[src/design/rect_circle_fill_blitter_defines.svh]
// assertion macros for the rectangle and circle fill blitter
// no dependencies; expects clk and rst in the scope of each use
`ifndef RECT_CIRCLE_FILL_BLITTER_DEFINES_SVH
`define RECT_CIRCLE_FILL_BLITTER_DEFINES_SVH

`ifndef SYNTHESIS
`define RCFB_ASSERT(label, prop, msg) \
  label: assert property (@(posedge clk) disable iff (rst) prop) else $error(msg);
`define RCFB_ASSERT_RST(label, prop, msg) \
  label: assert property (@(posedge clk) prop) else $error(msg);
`else
`define RCFB_ASSERT(label, prop, msg)
`define RCFB_ASSERT_RST(label, prop, msg)
`endif

`endif

[src/design/rcfb_pkg.sv]
// shared types and constants for the rectangle and circle fill blitter
// no dependencies
package rcfb_pkg;

  localparam int SCREEN_W    = 240;
  localparam int SCREEN_H    = 240;
  localparam int FB_DEPTH    = SCREEN_W * SCREEN_H;
  localparam int ADDR_W      = $clog2(FB_DEPTH);
  localparam int COL_W       = $clog2(SCREEN_W);
  localparam int ROW_W       = $clog2(SCREEN_H);
  localparam int POS_W       = 10;
  localparam int SPAN_W      = 9;
  localparam int COLOR_W     = 16;
  localparam int CRD_W       = 12;
  localparam int RR_W        = 2 * SPAN_W;
  localparam int SQ_W        = 20;
  localparam int QUEUE_DEPTH = 2;

  typedef enum logic [1:0] {
    OP_FILL   = 2'd0,
    OP_RECT   = 2'd1,
    OP_CIRCLE = 2'd2,
    OP_READ   = 2'd3
  } op_t;

  typedef logic signed [CRD_W-1:0] crd_t;

  typedef struct packed {
    op_t                      op;
    logic                     empty;
    logic [COL_W-1:0]         c0;
    logic [COL_W-1:0]         c1;
    logic [ROW_W-1:0]         r0;
    logic [ROW_W-1:0]         r1;
    logic signed [POS_W-1:0]  x;
    logic signed [POS_W-1:0]  y;
    logic [RR_W-1:0]          rr;
    logic [COLOR_W-1:0]       color;
  } cmd_t;

  typedef struct packed {
    logic clearing;
  } eng_status_t;

  typedef enum logic [2:0] {
    E_CLEAR,
    E_IDLE,
    E_SETUP,
    E_SQ,
    E_RUN,
    E_READ,
    E_DONE
  } eng_state_t;

endpackage

[src/design/rcfb_front.sv]
// front end: accepts command beats, clips the shape to the screen, builds a queue entry
// depends on rcfb_pkg
module rcfb_front (
  input  logic                            in_valid,
  output logic                            in_ready,
  input  logic [1:0]                      op,
  input  logic signed [rcfb_pkg::POS_W-1:0] pos_x,
  input  logic signed [rcfb_pkg::POS_W-1:0] pos_y,
  input  logic [rcfb_pkg::SPAN_W-1:0]     span_w,
  input  logic [rcfb_pkg::SPAN_W-1:0]     span_h,
  input  logic [rcfb_pkg::SPAN_W-1:0]     radius,
  input  logic [rcfb_pkg::COLOR_W-1:0]    color,
  input  logic                            q_full,
  input  rcfb_pkg::eng_status_t           status,
  output logic                            q_push,
  output rcfb_pkg::cmd_t                  q_cmd
);
  import rcfb_pkg::*;

  crd_t xs, ys, ws, hs, rs;
  crd_t lo_x, hi_x, lo_y, hi_y;
  crd_t c0s, c1s, r0s, r1s;
  op_t  op_c;

  assign in_ready = !q_full && !status.clearing;
  assign q_push   = in_valid && in_ready;

  always_comb begin
    op_c = op_t'(op);
    xs = crd_t'(pos_x);
    ys = crd_t'(pos_y);
    ws = crd_t'(span_w);
    hs = crd_t'(span_h);
    rs = crd_t'(radius);
    unique case (op_c)
      OP_FILL: begin
        lo_x = '0;
        hi_x = crd_t'(SCREEN_W - 1);
        lo_y = '0;
        hi_y = crd_t'(SCREEN_H - 1);
      end
      OP_RECT: begin
        lo_x = xs;
        hi_x = xs + ws - crd_t'(1);
        lo_y = ys;
        hi_y = ys + hs - crd_t'(1);
      end
      OP_CIRCLE: begin
        lo_x = xs - rs;
        hi_x = xs + rs;
        lo_y = ys - rs;
        hi_y = ys + rs;
      end
      default: begin
        lo_x = xs;
        hi_x = xs;
        lo_y = ys;
        hi_y = ys;
      end
    endcase
    c0s = (lo_x < crd_t'(0)) ? crd_t'(0) : lo_x;
    c1s = (hi_x > crd_t'(SCREEN_W - 1)) ? crd_t'(SCREEN_W - 1) : hi_x;
    r0s = (lo_y < crd_t'(0)) ? crd_t'(0) : lo_y;
    r1s = (hi_y > crd_t'(SCREEN_H - 1)) ? crd_t'(SCREEN_H - 1) : hi_y;

    q_cmd.op    = op_c;
    q_cmd.empty = (c0s > c1s) || (r0s > r1s);
    q_cmd.c0    = c0s[COL_W-1:0];
    q_cmd.c1    = c1s[COL_W-1:0];
    q_cmd.r0    = r0s[ROW_W-1:0];
    q_cmd.r1    = r1s[ROW_W-1:0];
    q_cmd.x     = pos_x;
    q_cmd.y     = pos_y;
    q_cmd.rr    = RR_W'(radius) * RR_W'(radius);
    q_cmd.color = color;
  end

endmodule

[config.mk]
export PLATFORM = sky130hd
export DESIGN_NAME = rcfb_front
export DESIGN_NICKNAME = d
export VERILOG_FILES = /design/src/design/rect_circle_fill_blitter_defines.svh /design/src/design/rcfb_pkg.sv /design/src/design/rcfb_front.sv
export SDC_FILE = /design/constraint.sdc
export NUM_CORES = 1
export LEC_CHECK = 0
export BUFFER_PORTS_ARGS = -buffer_cell sky130_fd_sc_hd__buf_2
export CAP_MARGIN = 20
export CELL_PAD_IN_SITES_DETAIL_PLACEMENT = 0
export CELL_PAD_IN_SITES_GLOBAL_PLACEMENT = 1
export CORE_AREA = 5 5 133 135
export DETAILED_ROUTE_END_ITERATION = 8
export DIE_AREA = 0 0 138 140
export PLACE_DENSITY = 0.78
export SLEW_MARGIN = 40
export SYNTH_ARGS = -nofsm -noshare
export SYNTH_HDL_FRONTEND = slang
export SYNTH_SLANG_ARGS = --single-unit
[constraint.sdc]
create_clock -name vclk -period 10.1
set_input_delay 1.01 -clock vclk [all_inputs]
set_output_delay 1.01 -clock vclk [all_outputs]
set_load 0.01 [all_outputs]
Word-level counts from Yosys, hierarchy flattened
Index checks and enable logic that the tools add are counted.
{ "word_totals": {"ff_bits": 0, "input_bits": 68, "out_inout_bits": 91} }
{ "op_classes": {"addsub": 8, "multipliers": 1, "magnitude_cmp": 6, "n_eq_ne": 2, "mux": 8, "reduce_logical": 6} }
{ "ops": {"columns": ["cell", "count"], "rows": [
  ["$pmux 12 s3", 2],
  ["$mux 12", 4],
  ["$pmux 12 s2", 2],
  ["$add 10x10->11", 4],
  ["$gt 12x12->1", 2],
  ["$gt 12x9->1 const B", 2],
  ["$lt 12x1->1 const B", 2],
  ["$sub 11x2->12 const B", 2],
  ["$sub 10x10->11", 2],
  ["$mul 9x9->18", 1],
  ["$eq 2x1->1 const B", 1],
  ["$eq 2x2->1 const B", 1],
  ["$logic_and 1x1->1", 2],
  ["$logic_not 1->1", 2],
  ["$logic_not 2->1", 1],
  ["$logic_or 1x1->1", 1]
]} }

Logic depth before layout (Yosys ltp)
{ "depth": {"ltp_word": 7, "ltp_mapped": 23, "depth_no_buf": 22} }

Worst setup path after synthesis
No wires, ideal clock.
{ "synth_path": {"kind": "input port to output port", "from": "input port radius[1] (netlist bit)", "to": "output port q_cmd[33] (netlist bit)", "t_arrival_ns": 5.280, "t_required_ns": 9.090, "path_slack_ns": 3.810, "cell_stages": 17, "n_path_buf": 0, "cell_sequence": "clkinv_1 > nor2_1 > fa_1 > inv_1 > fa_1 > fa_1 > fa_1 > inv_1 > ha_1 > o21a_1 > a21oi_1 > o21ai_0 > a41o_1 > o41ai_1 > o21bai_1 > a21oi_1 > xor2_1"} }
{ "synth_rtl": {"columns": ["item", "line", "source"], "rows": [
  ["from (decl)", "rcfb_front.sv:11", "input logic [rcfb_pkg::SPAN_W-1:0] radius,"],
  ["to (decl)", "rcfb_front.sv:16", "output rcfb_pkg::cmd_t q_cmd"]
]} }

==> impl_metrics.csv <==
group,metric,value,unit
finish,nFillCells,1765,
yosys,synth_area_leaders,"ha_1 24%, fa_1 12%, inv_1 8.0%",
pwr,p_per_area,110.4,nW/µm²
global_route,grt.total_usage,0.1765,
pwr,irDropWorstVdd,0.00008115,V
hold_path,holdPathEnd,"q_cmd[14]",
floorplanning,io_pins,159,
timing,setup_tns,0,ns
finish,layout-drive-gt1-share,0.1691,
yosys,seq_area_frac_synth,0,
yosys,yosysWarnings,0,
placed_design,dp_hpwl,15110,µm
timing,finalHoldViolCount,0,
global_route,first_global_vias,5813,
route,drt-total-wl,18080,µm
timing,post-route-period-util,0.7074,
outcome,status,"complete, no violations",
finish,seq_cells,0,
clock_network,cts_resized,0,
route,drcViolationCount,0,
yosys,synth_top_area_frac,0.2436,
finish,area_growth,8.749,%
setup_path,critPathLaunchType,"input port",
floorplanning,core,16350,µm²
floorplanning,die_y,140,µm
setup_path,crit_path_max_fanout,12,
route,dr_total_vias,6022,
placed_design,place_congestion,0.8732,
clock_network,post_cts_buffers,0,
timing,min_period,7.145,ns
setup_path,slowest_delay,0.54,ns
timing,maxSlewViolCount,0,
timing,max_slew_margin,0.4391,
timing,rsz0062_at_grt,"no",
setup_path,cp_common_cell,"fa_1",
yosys,synthTopCellsByCount,"137 x inv_1, 125 x ha_1, 74 x nand2_1",
hold_path,min_path_type,"in2out",
finish,finalNetCount,1175,
hold_path,min_from,"color[14]",
timing,worstMarginPinSlew,0.8201,ns
global_route,grt_first_pass_wirelength,29240,µm
flow_run,max_cap_viol_count,0,
route,antenna_left,0,
global_route,antenna_found_initial,0,
finish,n_antenna_cell,0,
yosys,ys_types,78,
yosys,syn-mean-instance-area,7.381,µm²
yosys,synth_area,6421,µm²
yosys,synth_most_common_cell,"inv_1",
route,drtPass1Iterations,6,
yosys,synth_top_area_cell,"ha_1",
pwr,leakage,0.003700,µW
finish,utilization,0.4271,
finish,seq_area,0,µm²
route,vias_per_cell,5.191,
setup_path,slowest_stage,"fa_1",
setup_path,crit_type,"in2out",
setup_path,required,9.09,ns
pwr,total_power,771.0,µW
clock_network,hold_buffers,0,
yosys,synth_nets,1103,
setup_path,critPathCaptureType,"output pin",
setup_path,critPathTopFamily,"adder cells",
route,wl_per_cell,15.58,µm
finish,clkbuf_count,0,
placed_design,portBuffers,126,
floorplanning,die_area,19320,µm²
timing,layout_setup_ws,2.955,ns
setup_path,path_buf_inv,5,
placed_design,place_ws,2.866,ns
global_route,globalRouteOverflowTotal,0,
floorplanning,start_util,0.3928,
hold_path,worstHoldPathCells,0,
global_route,grt_max_degree,46,
setup_path,path_cells,"buf_2 -> clkinv_1 -> nor2_1 -> fa_1 -> inv_1 -> fa_1 -> fa_1 -> fa_1 -> inv_1 -> ha_1 -> o21a_1 -> a21oi_1 -> o21ai_0 -> a41o_1 -> o41ai_1 -> o21bai_1 -> a21oi_1 -> xor2_1 -> buf_2",
timing,finalSetupViolCount,0,
finish,fin_cells,1160,
setup_path,arrival,6.13,ns
yosys,syn-instance-count,870,
placed_design,placedCellCount,1160,
timing,max_freq,140.0,MHz
route,drt_iter0_markers,273,
floorplanning,rows,47,
floorplanning,die_w,138,µm
## cell families after synthesis
family | Yosys count | share of synthesized area
buffers and inverters | 202 | 0.1440
other | 1 | 0.0005840
adders and majority gates | 165 | 0.3683
xor gates and xnor gates | 43 | 0.05865
and+or+nand+nor | 260 | 0.2013
AOI/OAI and AO/OA | 191 | 0.2140
muxes | 8 | 0.01325
## cells in the final DEF, fill, tap and decap left out, types with 3 or more instances in the layout
cell type / n
and3_1: 5
o211ai_1: 9
nand3_1: 15
nand4_1: 3
o22ai_1: 4
buf_2: 125
o31a_1: 4
nand2_1: 74
a211oi_1: 8
ha_1: 125
and2_1: 21
fa_1: 40
o21bai_1: 4
mux2_2: 4
nor2_1: 58
nor3_1: 14
or3_1: 7
or2_2: 6
mux2i_1: 4
inv_1: 137
a31oi_1: 4
xnor2_1: 23
buf_4: 6
clkinv_1: 4
nand2b_1: 13
xor2_1: 20
o211a_1: 3
a21oi_1: 53
a21o_1: 14
a2111oi_0: 4
o21a_1: 8
nor2b_1: 29
a22oi_1: 5
o21ai_0: 26
a22o_1: 3
## where the power goes
part           leakage, µW  internal, µW  switching (µW)
Sequential               0             0               0
Clock                    0             0               0
Combinational      0.00370           337             434
Total              0.00370           337             434
## metrics by stage
step / cell area, µm² / hold WS (ns)
after floorplan: 6421 / 2.067
after global placement: 6969 / 2.020
after detailed placement: 6969 / 2.020
after CTS: 6969 / 2.020
after global routing: 6983 / 2.020
final: 6983 / 2.020
## worst max path at each step
stage,slack (ns),from,cells past startpoint,endpoint
2_1_floorplan,3.81,radius[1],17,q_cmd[33]
3_3_place_gp,2.93,pos_y[1],24,q_cmd[86]
3_5_place_dp,2.87,pos_y[1],24,q_cmd[86]
4_1_cts,2.85,pos_y[1],24,q_cmd[86]
5_1_grt,2.62,radius[1],19,q_cmd[33]
6_report,2.96,radius[1],19,q_cmd[33]
## area by class of cell
type	count	area, µm²	share of cell area
Multi-Input combinational cell	668	5508	0.7887
Tap cell	220	275.3	0.03942
Inverter	141	529.3	0.07579
Timing Repair Buffer	131	670.6	0.09604
## layer usage
metal	GRT usage	routed length (µm)	up-vias
met2	0.3150	8441	184
met4	0.004160	70	0
met1	0.2471	8550	2777
li1	-	-	3055
met5	0	0	-
met3	0.01363	1012	6
Power figures use the tool's default switching activity.
