## src/design/rect_circle_fill_blitter_defines.svh

```systemverilog
// assertion macros for the rectangle and circle fill blitter
// no dependencies; expects clk and rst in the scope of each use
`ifndef RECT_CIRCLE_FILL_BLITTER_DEFINES_SVH
`define RECT_CIRCLE_FILL_BLITTER_DEFINES_SVH

`ifndef SYNTHESIS
`define RCFB_ASSERT(label, prop, msg) \
  label: assert property (@(posedge clk) disable iff (rst) prop) else $error(msg);
`define RCFB_ASSERT_RST(label, prop, msg) \
  label: assert property (@(posedge clk) prop) else $error(msg);
`else
`define RCFB_ASSERT(label, prop, msg)
`define RCFB_ASSERT_RST(label, prop, msg)
`endif

`endif

```

## src/design/rcfb_pkg.sv

```systemverilog
// shared types and constants for the rectangle and circle fill blitter
// no dependencies
package rcfb_pkg;

  localparam int SCREEN_W    = 240;
  localparam int SCREEN_H    = 240;
  localparam int FB_DEPTH    = SCREEN_W * SCREEN_H;
  localparam int ADDR_W      = $clog2(FB_DEPTH);
  localparam int COL_W       = $clog2(SCREEN_W);
  localparam int ROW_W       = $clog2(SCREEN_H);
  localparam int POS_W       = 10;
  localparam int SPAN_W      = 9;
  localparam int COLOR_W     = 16;
  localparam int CRD_W       = 12;
  localparam int RR_W        = 2 * SPAN_W;
  localparam int SQ_W        = 20;
  localparam int QUEUE_DEPTH = 2;

  typedef enum logic [1:0] {
    OP_FILL   = 2'd0,
    OP_RECT   = 2'd1,
    OP_CIRCLE = 2'd2,
    OP_READ   = 2'd3
  } op_t;

  typedef logic signed [CRD_W-1:0] crd_t;

  typedef struct packed {
    op_t                      op;
    logic                     empty;
    logic [COL_W-1:0]         c0;
    logic [COL_W-1:0]         c1;
    logic [ROW_W-1:0]         r0;
    logic [ROW_W-1:0]         r1;
    logic signed [POS_W-1:0]  x;
    logic signed [POS_W-1:0]  y;
    logic [RR_W-1:0]          rr;
    logic [COLOR_W-1:0]       color;
  } cmd_t;

  typedef struct packed {
    logic clearing;
  } eng_status_t;

  typedef enum logic [2:0] {
    E_CLEAR,
    E_IDLE,
    E_SETUP,
    E_SQ,
    E_RUN,
    E_READ,
    E_DONE
  } eng_state_t;

endpackage

```

## src/design/rcfb_cmd_queue.sv

```systemverilog
// short command queue between the front end and the drawing engine
// depends on rcfb_pkg
module rcfb_cmd_queue (
  input  logic           clk,
  input  logic           rst,
  input  logic           push,
  input  rcfb_pkg::cmd_t push_cmd,
  output logic           full,
  input  logic           pop,
  output logic           pop_valid,
  output rcfb_pkg::cmd_t pop_cmd
);
  import rcfb_pkg::*;

  localparam int QA_W = (QUEUE_DEPTH > 1) ? $clog2(QUEUE_DEPTH) : 1;

  cmd_t            entries [QUEUE_DEPTH];
  logic [QA_W-1:0] wr_ptr;
  logic [QA_W-1:0] rd_ptr;
  logic [QA_W:0]   count;

  assign full      = (count == (QA_W+1)'(QUEUE_DEPTH));
  assign pop_valid = (count != '0);
  assign pop_cmd   = entries[rd_ptr];

  always_ff @(posedge clk) begin
    if (push) begin
      entries[wr_ptr] <= push_cmd;
    end
  end

  always_ff @(posedge clk) begin
    if (rst) begin
      wr_ptr <= '0;
      rd_ptr <= '0;
      count  <= '0;
    end else begin
      if (push) begin
        wr_ptr <= (wr_ptr == QA_W'(QUEUE_DEPTH - 1)) ? '0 : wr_ptr + QA_W'(1);
      end
      if (pop) begin
        rd_ptr <= (rd_ptr == QA_W'(QUEUE_DEPTH - 1)) ? '0 : rd_ptr + QA_W'(1);
      end
      if (push && !pop) begin
        count <= count + (QA_W+1)'(1);
      end else if (pop && !push) begin
        count <= count - (QA_W+1)'(1);
      end
    end
  end

endmodule

```

## config.mk

```make
export PLATFORM = sky130hd
export DESIGN_NAME = rcfb_cmd_queue
export DESIGN_NICKNAME = d
export VERILOG_FILES = /design/src/design/rect_circle_fill_blitter_defines.svh /design/src/design/rcfb_pkg.sv /design/src/design/rcfb_cmd_queue.sv
export SDC_FILE = /design/constraint.sdc
export NUM_CORES = 1
export LEC_CHECK = 0
export BUFFER_PORTS_ARGS = -buffer_cell sky130_fd_sc_hd__buf_2
export CAP_MARGIN = 20
export CORE_MARGIN = 3
export CORE_UTILIZATION = 50
export DETAILED_ROUTE_END_ITERATION = 8
export HOLD_SLACK_MARGIN = 0.12
export PLACE_DENSITY = 0.73
export SLEW_MARGIN = 20
export SYNTH_ARGS = -nofsm -noshare
export SYNTH_HDL_FRONTEND = slang
export SYNTH_SLANG_ARGS = --single-unit
```

## constraint.sdc

```tcl
create_clock -name clk -period 9.8 [get_ports clk]
set_input_delay 1.47 -clock clk [delete_from_list [all_inputs] [get_ports clk]]
set_output_delay 1.47 -clock clk [all_outputs]
set_load 0.005 [all_outputs]
```

# [Word-level counts from Yosys, hierarchy flattened]
# Memories as Yosys holds them, arrays and structs flattened. A register that Yosys moved wholly into a read port is not among the register bits.
# Index checks and enable logic that the tools add are counted.
[totals] inputBits=93 out_inout_bits=91 ff_bits=4 n_memories=1 ram_bits=178
[op_classes] add_sub_neg=4 n_eq_ne=1 n_reduce_logical=6 n_mux=8
[memory_table] name="entries" words=2 word_bits=89 rd=1 rd_ports_with_merged_regs=1 write_ports=1 line_no="rcfb_cmd_queue.sv:17" text="cmd_t entries [QUEUE_DEPTH];"
[op_table] operator="1-bit two-way mux" n=6
[op_table] operator="2-bit two-way mux" n=2
[op_table] operator="2-bit nonzero test" n=2
[op_table] operator="1-bit adder (second input constant)" n=2
[op_table] operator="2-bit by 1-bit adder with 2-bit output (second input constant)" n=1
[op_table] operator="2-bit equality test (second input constant)" n=1
[op_table] operator="1-bit logical AND" n=2
[op_table] operator="1-bit zero test" n=2
[op_table] operator="2-bit by 1-bit subtractor with 2-bit output (second input constant)" n=1

# [Depth between registers and ports, before layout]
# Gate-level depths: netlist of the first run.
[depth] word_depth=4 ltp_mapped=5

# [Least setup slack after synthesis of the first run]
# OpenSTA, ideal clock, no wires.
[synth_timing] path_type="input to register" from="input push" to="memory entries[0][0] (netlist name), enable pin" required_ps=9252 t_arrival_ps=5352 cell_stages=1 path_slack_ps=3900 cell_sequence="nor2b_1"
[synth_between] elab_chain_len=2
[synth_lines] item="start, declared" line_no="rcfb_cmd_queue.sv:6" text="input logic push,"
[synth_lines] item="1-bit two-way mux" line_no="rcfb_cmd_queue.sv:27" text="if (push) begin"
[synth_lines] item="1-bit two-way mux (not written as such)" line_no="rcfb_cmd_queue.sv:28" text="entries[wr_ptr] <= push_cmd;"
[synth_lines] item="end, declared" line_no="rcfb_cmd_queue.sv:17"
# Every way passes these cells.

==> flow_summary_export.csv, run 1 <==
group,metric,value,unit
cells_and_area,final_core_util,65.7,%
yosys,synth_top_area_cell,"edfxtp_1",
yosys,synth_top_area_share,80.2,%
cells_and_area,drive_gt1_share,60.9,%
yosys,synth.area.mux_share,15.6,%
yosys,synth.distinct_cells,17,
timing,worst_pin_slew,0.876,ns
global_route,grt_pass1_vias,3506,
power_and_ir_drop,vdd_drop_max,0.142,mV
power_and_ir_drop,power_density,218,nW/µm²
clock_network,clock_latency,0.42,ns
route,drt_iter0_markers,241,
cells_and_area,area_growth,26.4,%
route,wl_per_cell,17.0,µm
critical_path,worst-path-max-fanout,62,
yosys,synth_compound_area_share,0.150,%
clock_network,cts_buffer_depth,2,
floorplan,core,12800,µm²
place,port_buffers,183,
timing,finalHoldViolations,0,
cells_and_area,multi_input_area,1150,µm²
yosys,syn-num-nets,393,
route,drc,0,
clock_network,root_buffer,"clkbuf_16",
timing,rsz0062_at_grt,"false",
clock_network,cts_tree,"yes",
yosys,syn_area,6660,µm²
critical_path,crit_chain,"buf_4 > mux2_2 > buf_2",
timing,min_period,3.86,ns
run,drv_cap,0,
cells_and_area,diodes,0,
yosys,synth-simple-area-share,0.695,%
global_route,grt_util_all_layers,16.0,%
timing,drv_slew,0,
critical_path,crit_required,8.33,ns
global_route,grt_max_degree,64,
timing,whs,0.508,ns
clock_network,clk_pin_slew_worst_paths,0.06,ns
yosys,synth_top_family_by_area,"multiplexers",
cells_and_area,n_fill_cell,894,
critical_path,end_kind,"primary output",
yosys,ys_seq_area_share,81.7,%
clock_network,post_cts_buffers,0,
worst_hold_path,hold_path_class,"reg2reg",
place,hpwlAfterDp,7600,µm
timing,tns,0,ns
timing,finalSetupViolations,0,
power_and_ir_drop,power,1.84,mW
global_route,overflow,0,
route,drtPass1Iterations,4,
place,gp_congestion,0.690,
yosys,synth.area.top_cells,"edfxtp_1 (80%), mux2_2 (13%), mux2_4 (2.3%)",
critical_path,critPathKind,"reg2out",
route,vias,3334,
cells_and_area,nNetsFinal,588,
yosys,yosys_warnings,0,
global_route,antenna_found_initial,1,
critical_path,slowest_delay,0.75,ns
timing,clock_skew,0.00572,ns
yosys,avgSynthCellArea,22.3,µm²
route,postRouteAntennaNets,0,
clock_network,ctsResizeCount,0,
clock_network,h-tree-depth,4,
timing,fmax,0.259,GHz
route,wl,11500,µm
yosys,synth-xor-area-share,0.526,%
floorplan,num_rows,41,
critical_path,crit_family,"buffers and inverters",
floorplan,die_area,14700,µm²
timing,fin_crit_sh,39.3,%
critical_path,cp-start-kind,"register",
route,via_per_inst,4.91,
timing,relSlewSlack,41.6,%
critical_path,cp_data_arrival_time,2.39,ns
clock_network,cts_buffers,17,
cells_and_area,ff_latch_area,5450,µm²
yosys,synth_cells,299,
global_route,grt_pass1_wl,17700,µm
yosys,synth-seq-cells,183,
floorplan,die_h,121,µm
yosys,synthAdderAreaFrac,0.188,%
power_and_ir_drop,leakage,3.19,nW
floorplan,die_x,121,µm
clock_network,cts_hold_buf,0,
clock_network,clock_sinks,183,
critical_path,cp_slowest_cell,"buf_4",
critical_path,crit_buf_inv,2,
floorplan,start_util,51.9,%
floorplan,ioPinCount,184,
run_status,outcome,"completed",
==> power breakdown <==
group	internal, mW	total (mW)	switching (mW)
clock network	0.478	0.746	0.268
logic	0.0873	0.165	0.0776
registers	0.913	0.928	0.0151
==> per-stage QoR <==
step	area (µm²)	instances	worst slack, ns
6_report	8420	679	5.94
5_1_grt	8420	679	5.82
4_1_cts	8420	679	5.91
3_5_place_dp	7760	647	6.20
3_3_place_gp	7760	647	6.27
2_1_floorplan	6660	299	3.90
==> final cells by class <==
| type | count | share of cell area, % |
|---|---|---|
| Clock buffer | 19 | 5.14 |
| Sequential cell | 183 | 64.7 |
| Multi-Input combinational cell | 105 | 13.7 |
| Tap cell | 172 | 2.56 |
| Clock inverter | 13 | 2.72 |
| Timing Repair Buffer | 186 | 11.1 |
| Inverter | 1 | 0.0446 |
==> cells in the mapped netlist (all sizes together) <==
library cell / n
ha: 1
nor2b: 2
mux2: 89
or2: 1
inv: 1
edfxtp: 178
dfxtp: 5
nor2: 4
or3: 1
xor2: 2
xnor2: 2
buf: 10
o21ai: 1
and2: 1
a21oi: 1
==> cell usage in the layout (no fill, tap or decap) <==
master	n
buf_2	183
and2_4	1
mux2_2	79
a21oi_1	1
buf_4	3
or3_1	1
nor2_1	4
inv_6	1
dfxtp_1	4
clkbuf_16	17
dfxtp_4	1
bufinv_16	6
edfxtp_1	178
or2_2	1
o21ai_0	1
inv_1	1
xor2_1	2
mux2_4	10
clkbuf_1	2
nor2b_4	1
xnor2_1	2
clkinv_2	2
clkinvlp_4	4
nor2b_1	1
ha_1	1
==> layer usage <==
| metal | global-route usage (%) | vias to the layer above | wire [µm] |
|---|---|---|---|
| met5 | 0 | - | 7 |
| met4 | 6.51 | 2 | 183 |
| met3 | 5.87 | 18 | 922 |
| met2 | 25.9 | 126 | 5580 |
| met1 | 19.6 | 1615 | 4830 |
| li1 | - | 1573 | - |
==> path summary, 6_finish.rpt <==
check	from	end	slack [ns]	cells past startpoint
worst max-delay path	register	pop_cmd[75]	5.94	3
worst min-delay path	count[1]	count[1]	0.51	2
worst min register to register	count[1]	count[1]	0.51	2
worst max register to register	wr_ptr	entries[0][78]	7.62	2
==> flip-flops by register name, indices dropped and copies added (netlist names), named ones only <==
| register | cells |
|---|---|
| wr_ptr | 1 |
| entries | 178 |
| rd_ptr | 1 |
| count | 2 |
==> cells by family after synthesis <==
logic type      Yosys count
mux                      89
simple gates              9
fa+ha+maj                 1
xor+xnor                  4
compound gates            2
buf+inv                  11
flops                   183
==> tightest hold or removal path, delay by kind of cell, from the launching register on <==
kind            cells  cell delay (ns)
compound gates      2             0.13
flops               1             0.32
Note: power is estimated with default switching activity, not from simulation.
==> run 2, diff against run 1 <==
--- a/config.mk
+++ b/config.mk
@@ -8,10 +8,10 @@
 export BUFFER_PORTS_ARGS = -buffer_cell sky130_fd_sc_hd__buf_2
 export CAP_MARGIN = 20
 export CORE_MARGIN = 3
-export CORE_UTILIZATION = 50
+export CORE_UTILIZATION = 47
 export DETAILED_ROUTE_END_ITERATION = 8
 export HOLD_SLACK_MARGIN = 0.12
-export PLACE_DENSITY = 0.73
+export PLACE_DENSITY = 0.72
 export SLEW_MARGIN = 20
 export SYNTH_ARGS = -nofsm -noshare
 export SYNTH_HDL_FRONTEND = slang
==> constraint.sdc (replaced) <==
create_clock -name clk -period 3.4 [get_ports clk]
set_input_delay 0.51 -clock clk [delete_from_list [all_inputs] [get_ports clk]]
set_output_delay 0.51 -clock clk [all_outputs]
set_load 0.005 [all_outputs]
==> run 2 against run 1 <==
  * Worst setup slack lost 5.1 ns
  * Cell count rose by 0.88%
  * Clock skew is 0.0030 ns higher
  * Total power rose to 2.7 times the previous value
  * Critical path depth stayed put
  * Clock power rose to 2.5 times the previous value
  * Combinational power rose to 2.9 times the previous value
  * Critical path type unchanged
  * Count of clock-buffer cells in the layout is 5 higher
==> flow_summary_export.csv, run 2 (synthesis gave the netlist of run 1 again) <==
group,metric,value,unit
run_status,outcome,"completed",
cells_and_area,largest-register,"entries",
worst_hold_path,min_path_cells,1,
global_route,grt_util_all_layers,15.8,%
timing,relSlewSlack,57.6,%
route,vias,3413,
clock_network,ctsResizeCount,0,
global_route,overflow,0,
global_route,grt_max_degree,52,
floorplan,core,13600,µm²
timing,clock_skew,0.00868,ns
clock_network,clock_latency,0.42,ns
power_and_ir_drop,seqPwrFrac,53.1,%
critical_path,crit_required,2.89,ns
worst_hold_path,hold_path_class,"in2reg",
clock_network,h-tree-depth,4,
power_and_ir_drop,p_int,4.03,mW
clock_network,cts_buffers,17,
place,dpl_cell_area,7810,µm²
cells_and_area,layout_common_cells,"buf_2 (183), edfxtp_1 (178), mux2_2 (79), clkbuf_16 (17), mux2_4 (10)",
power_and_ir_drop,vdd_drop_max,0.370,mV
global_route,grt_pass1_wl,19200,µm
critical_path,cp_slowest_cell,"dfxtp_4",
cells_and_area,finish.instance_area,8390,µm²
critical_path,cp-start-kind,"register",
critical_path,crit_chain,"buf_12 > mux2_2 > buf_2",
floorplan,num_rows,42,
timing,fmax,0.390,GHz
run,drv_cap,0,
floorplan,start_util,49.1,%
clock_network,clock_sinks,183,
timing,worst_pin_slew,0.637,ns
route,drtPass1Iterations,4,
critical_path,end_kind,"primary output",
timing,finalHoldViolations,0,
clock_network,root_buffer,"clkbuf_16",
floorplan,ioPinCount,184,
critical_path,critPathKind,"reg2out",
route,wl_per_cell,17.6,µm
timing,finalSetupViolations,0,
global_route,grt_pass1_vias,3661,
worst_hold_path,worstHoldStart,"push_cmd[50]",
floorplan,die_x,125,µm
route,postRouteAntennaNets,0,
cells_and_area,reg_top3,"entries: 178 flops, count: 2 flops",
clock_network,cts_hold_buf,0,
clock_network,post_cts_buffers,0,
critical_path,reg2regPathDepth,2,
clock_network,clk_pin_slew_worst_paths,0.06,ns
timing,min_period,2.56,ns
route,drc,0,
timing,drv_slew,0,
power_and_ir_drop,power_density,602,nW/µm²
clock_network,cts_tree,"yes",
place,gp_congestion,0.755,
cells_and_area,n_fill_cell,997,
critical_path,r2r_start,"wr_ptr",
power_and_ir_drop,clock_power_share,37.4,%
cells_and_area,nNetsFinal,589,
timing,rsz0062_at_grt,"false",
timing,tns,0,ns
cells_and_area,area_growth,26.0,%
power_and_ir_drop,pwr-share-comb,9.5,%
route,drt_iter0_markers,213,
power_and_ir_drop,swShare,20.3,%
timing,fin_crit_sh,75.4,%
power_and_ir_drop,switchingPower,1.03,mW
global_route,antenna_found_initial,1,
critical_path,worst-path-max-fanout,48,
critical_path,cp_data_arrival_time,2.05,ns
critical_path,slowest_delay,0.72,ns
place,hpwlAfterDp,8170,µm
cells_and_area,drive_gt1_share,60.6,%
power_and_ir_drop,leakage,3.18,nW
clock_network,cts_buffer_depth,2,
route,via_per_inst,4.98,
cells_and_area,largest_reg_flops,178,
route,wl,12000,µm
floorplan,die_h,125,µm
floorplan,die_area,15600,µm²
place,port_buffers,183,
cells_and_area,final_common_cell,"buf_2",
[run 2: critical path, delay by kind of cell, from the launching register on]
family | cells | cell delay [ns]
muxes | 1 | 0.39
DFF | 1 | 0.72
buffers and inverters | 2 | 0.47
[run 2: metal layers]
metal | global-route usage, % | vias up | share of wire, %
met1 | 19.4 | 1670 | 41
li1 | - | 1580 | -
met3 | 5.76 | 25 | 7.3
met2 | 25.7 | 136 | 49
met4 | 6.06 | 2 | 1.8
met5 | 0 | - | 0.075
[run 2: layout make-up]
type                            count  area (µm²)  area share, %
Clock inverter                      8        97.6           1.16
Sequential cell                   183        5450           64.9
Tap cell                          176         220           2.62
Timing Repair Buffer              187         983           11.7
Antenna cell                        1        2.50         0.0298
Multi-Input combinational cell    105        1150           13.7
Clock buffer                       24         482           5.74
Inverter                            1        3.75         0.0447
[run 2: worst paths after layout]
| check | endpoint | slack [ns] |
|---|---|---|
| setup / recovery | pop_cmd[73] | 0.84 |
| hold / removal | entries[0][50] | 0.27 |
| setup reg to reg | entries[1][17] | 1.66 |
| hold reg to reg | register | 0.51 |
[run 2: through the flow]
step,hold WS [ns],total power [mW],util [%],setup slack (ns),cells
final,0.269,5.05,61.9,0.837,685
after global routing,0.253,5.26,61.9,0.713,684
after CTS,0.255,5.12,61.9,0.785,684
after detailed placement,0.494,3.23,57.6,1.24,652
after global placement,0.477,3.20,57.6,1.25,652
after floorplan,0.456,2.98,-,0.129,299
[run 2: power by group through the flow]
stage	Combinational [mW]	Sequential [mW]	Clock (mW)
2_1_floorplan	0.272	2.71	0
6_report	0.481	2.68	1.89
3_5_place_dp	0.492	2.73	0
3_3_place_gp	0.480	2.72	0
4_1_cts	0.495	2.69	1.94
5_1_grt	0.526	2.70	2.04
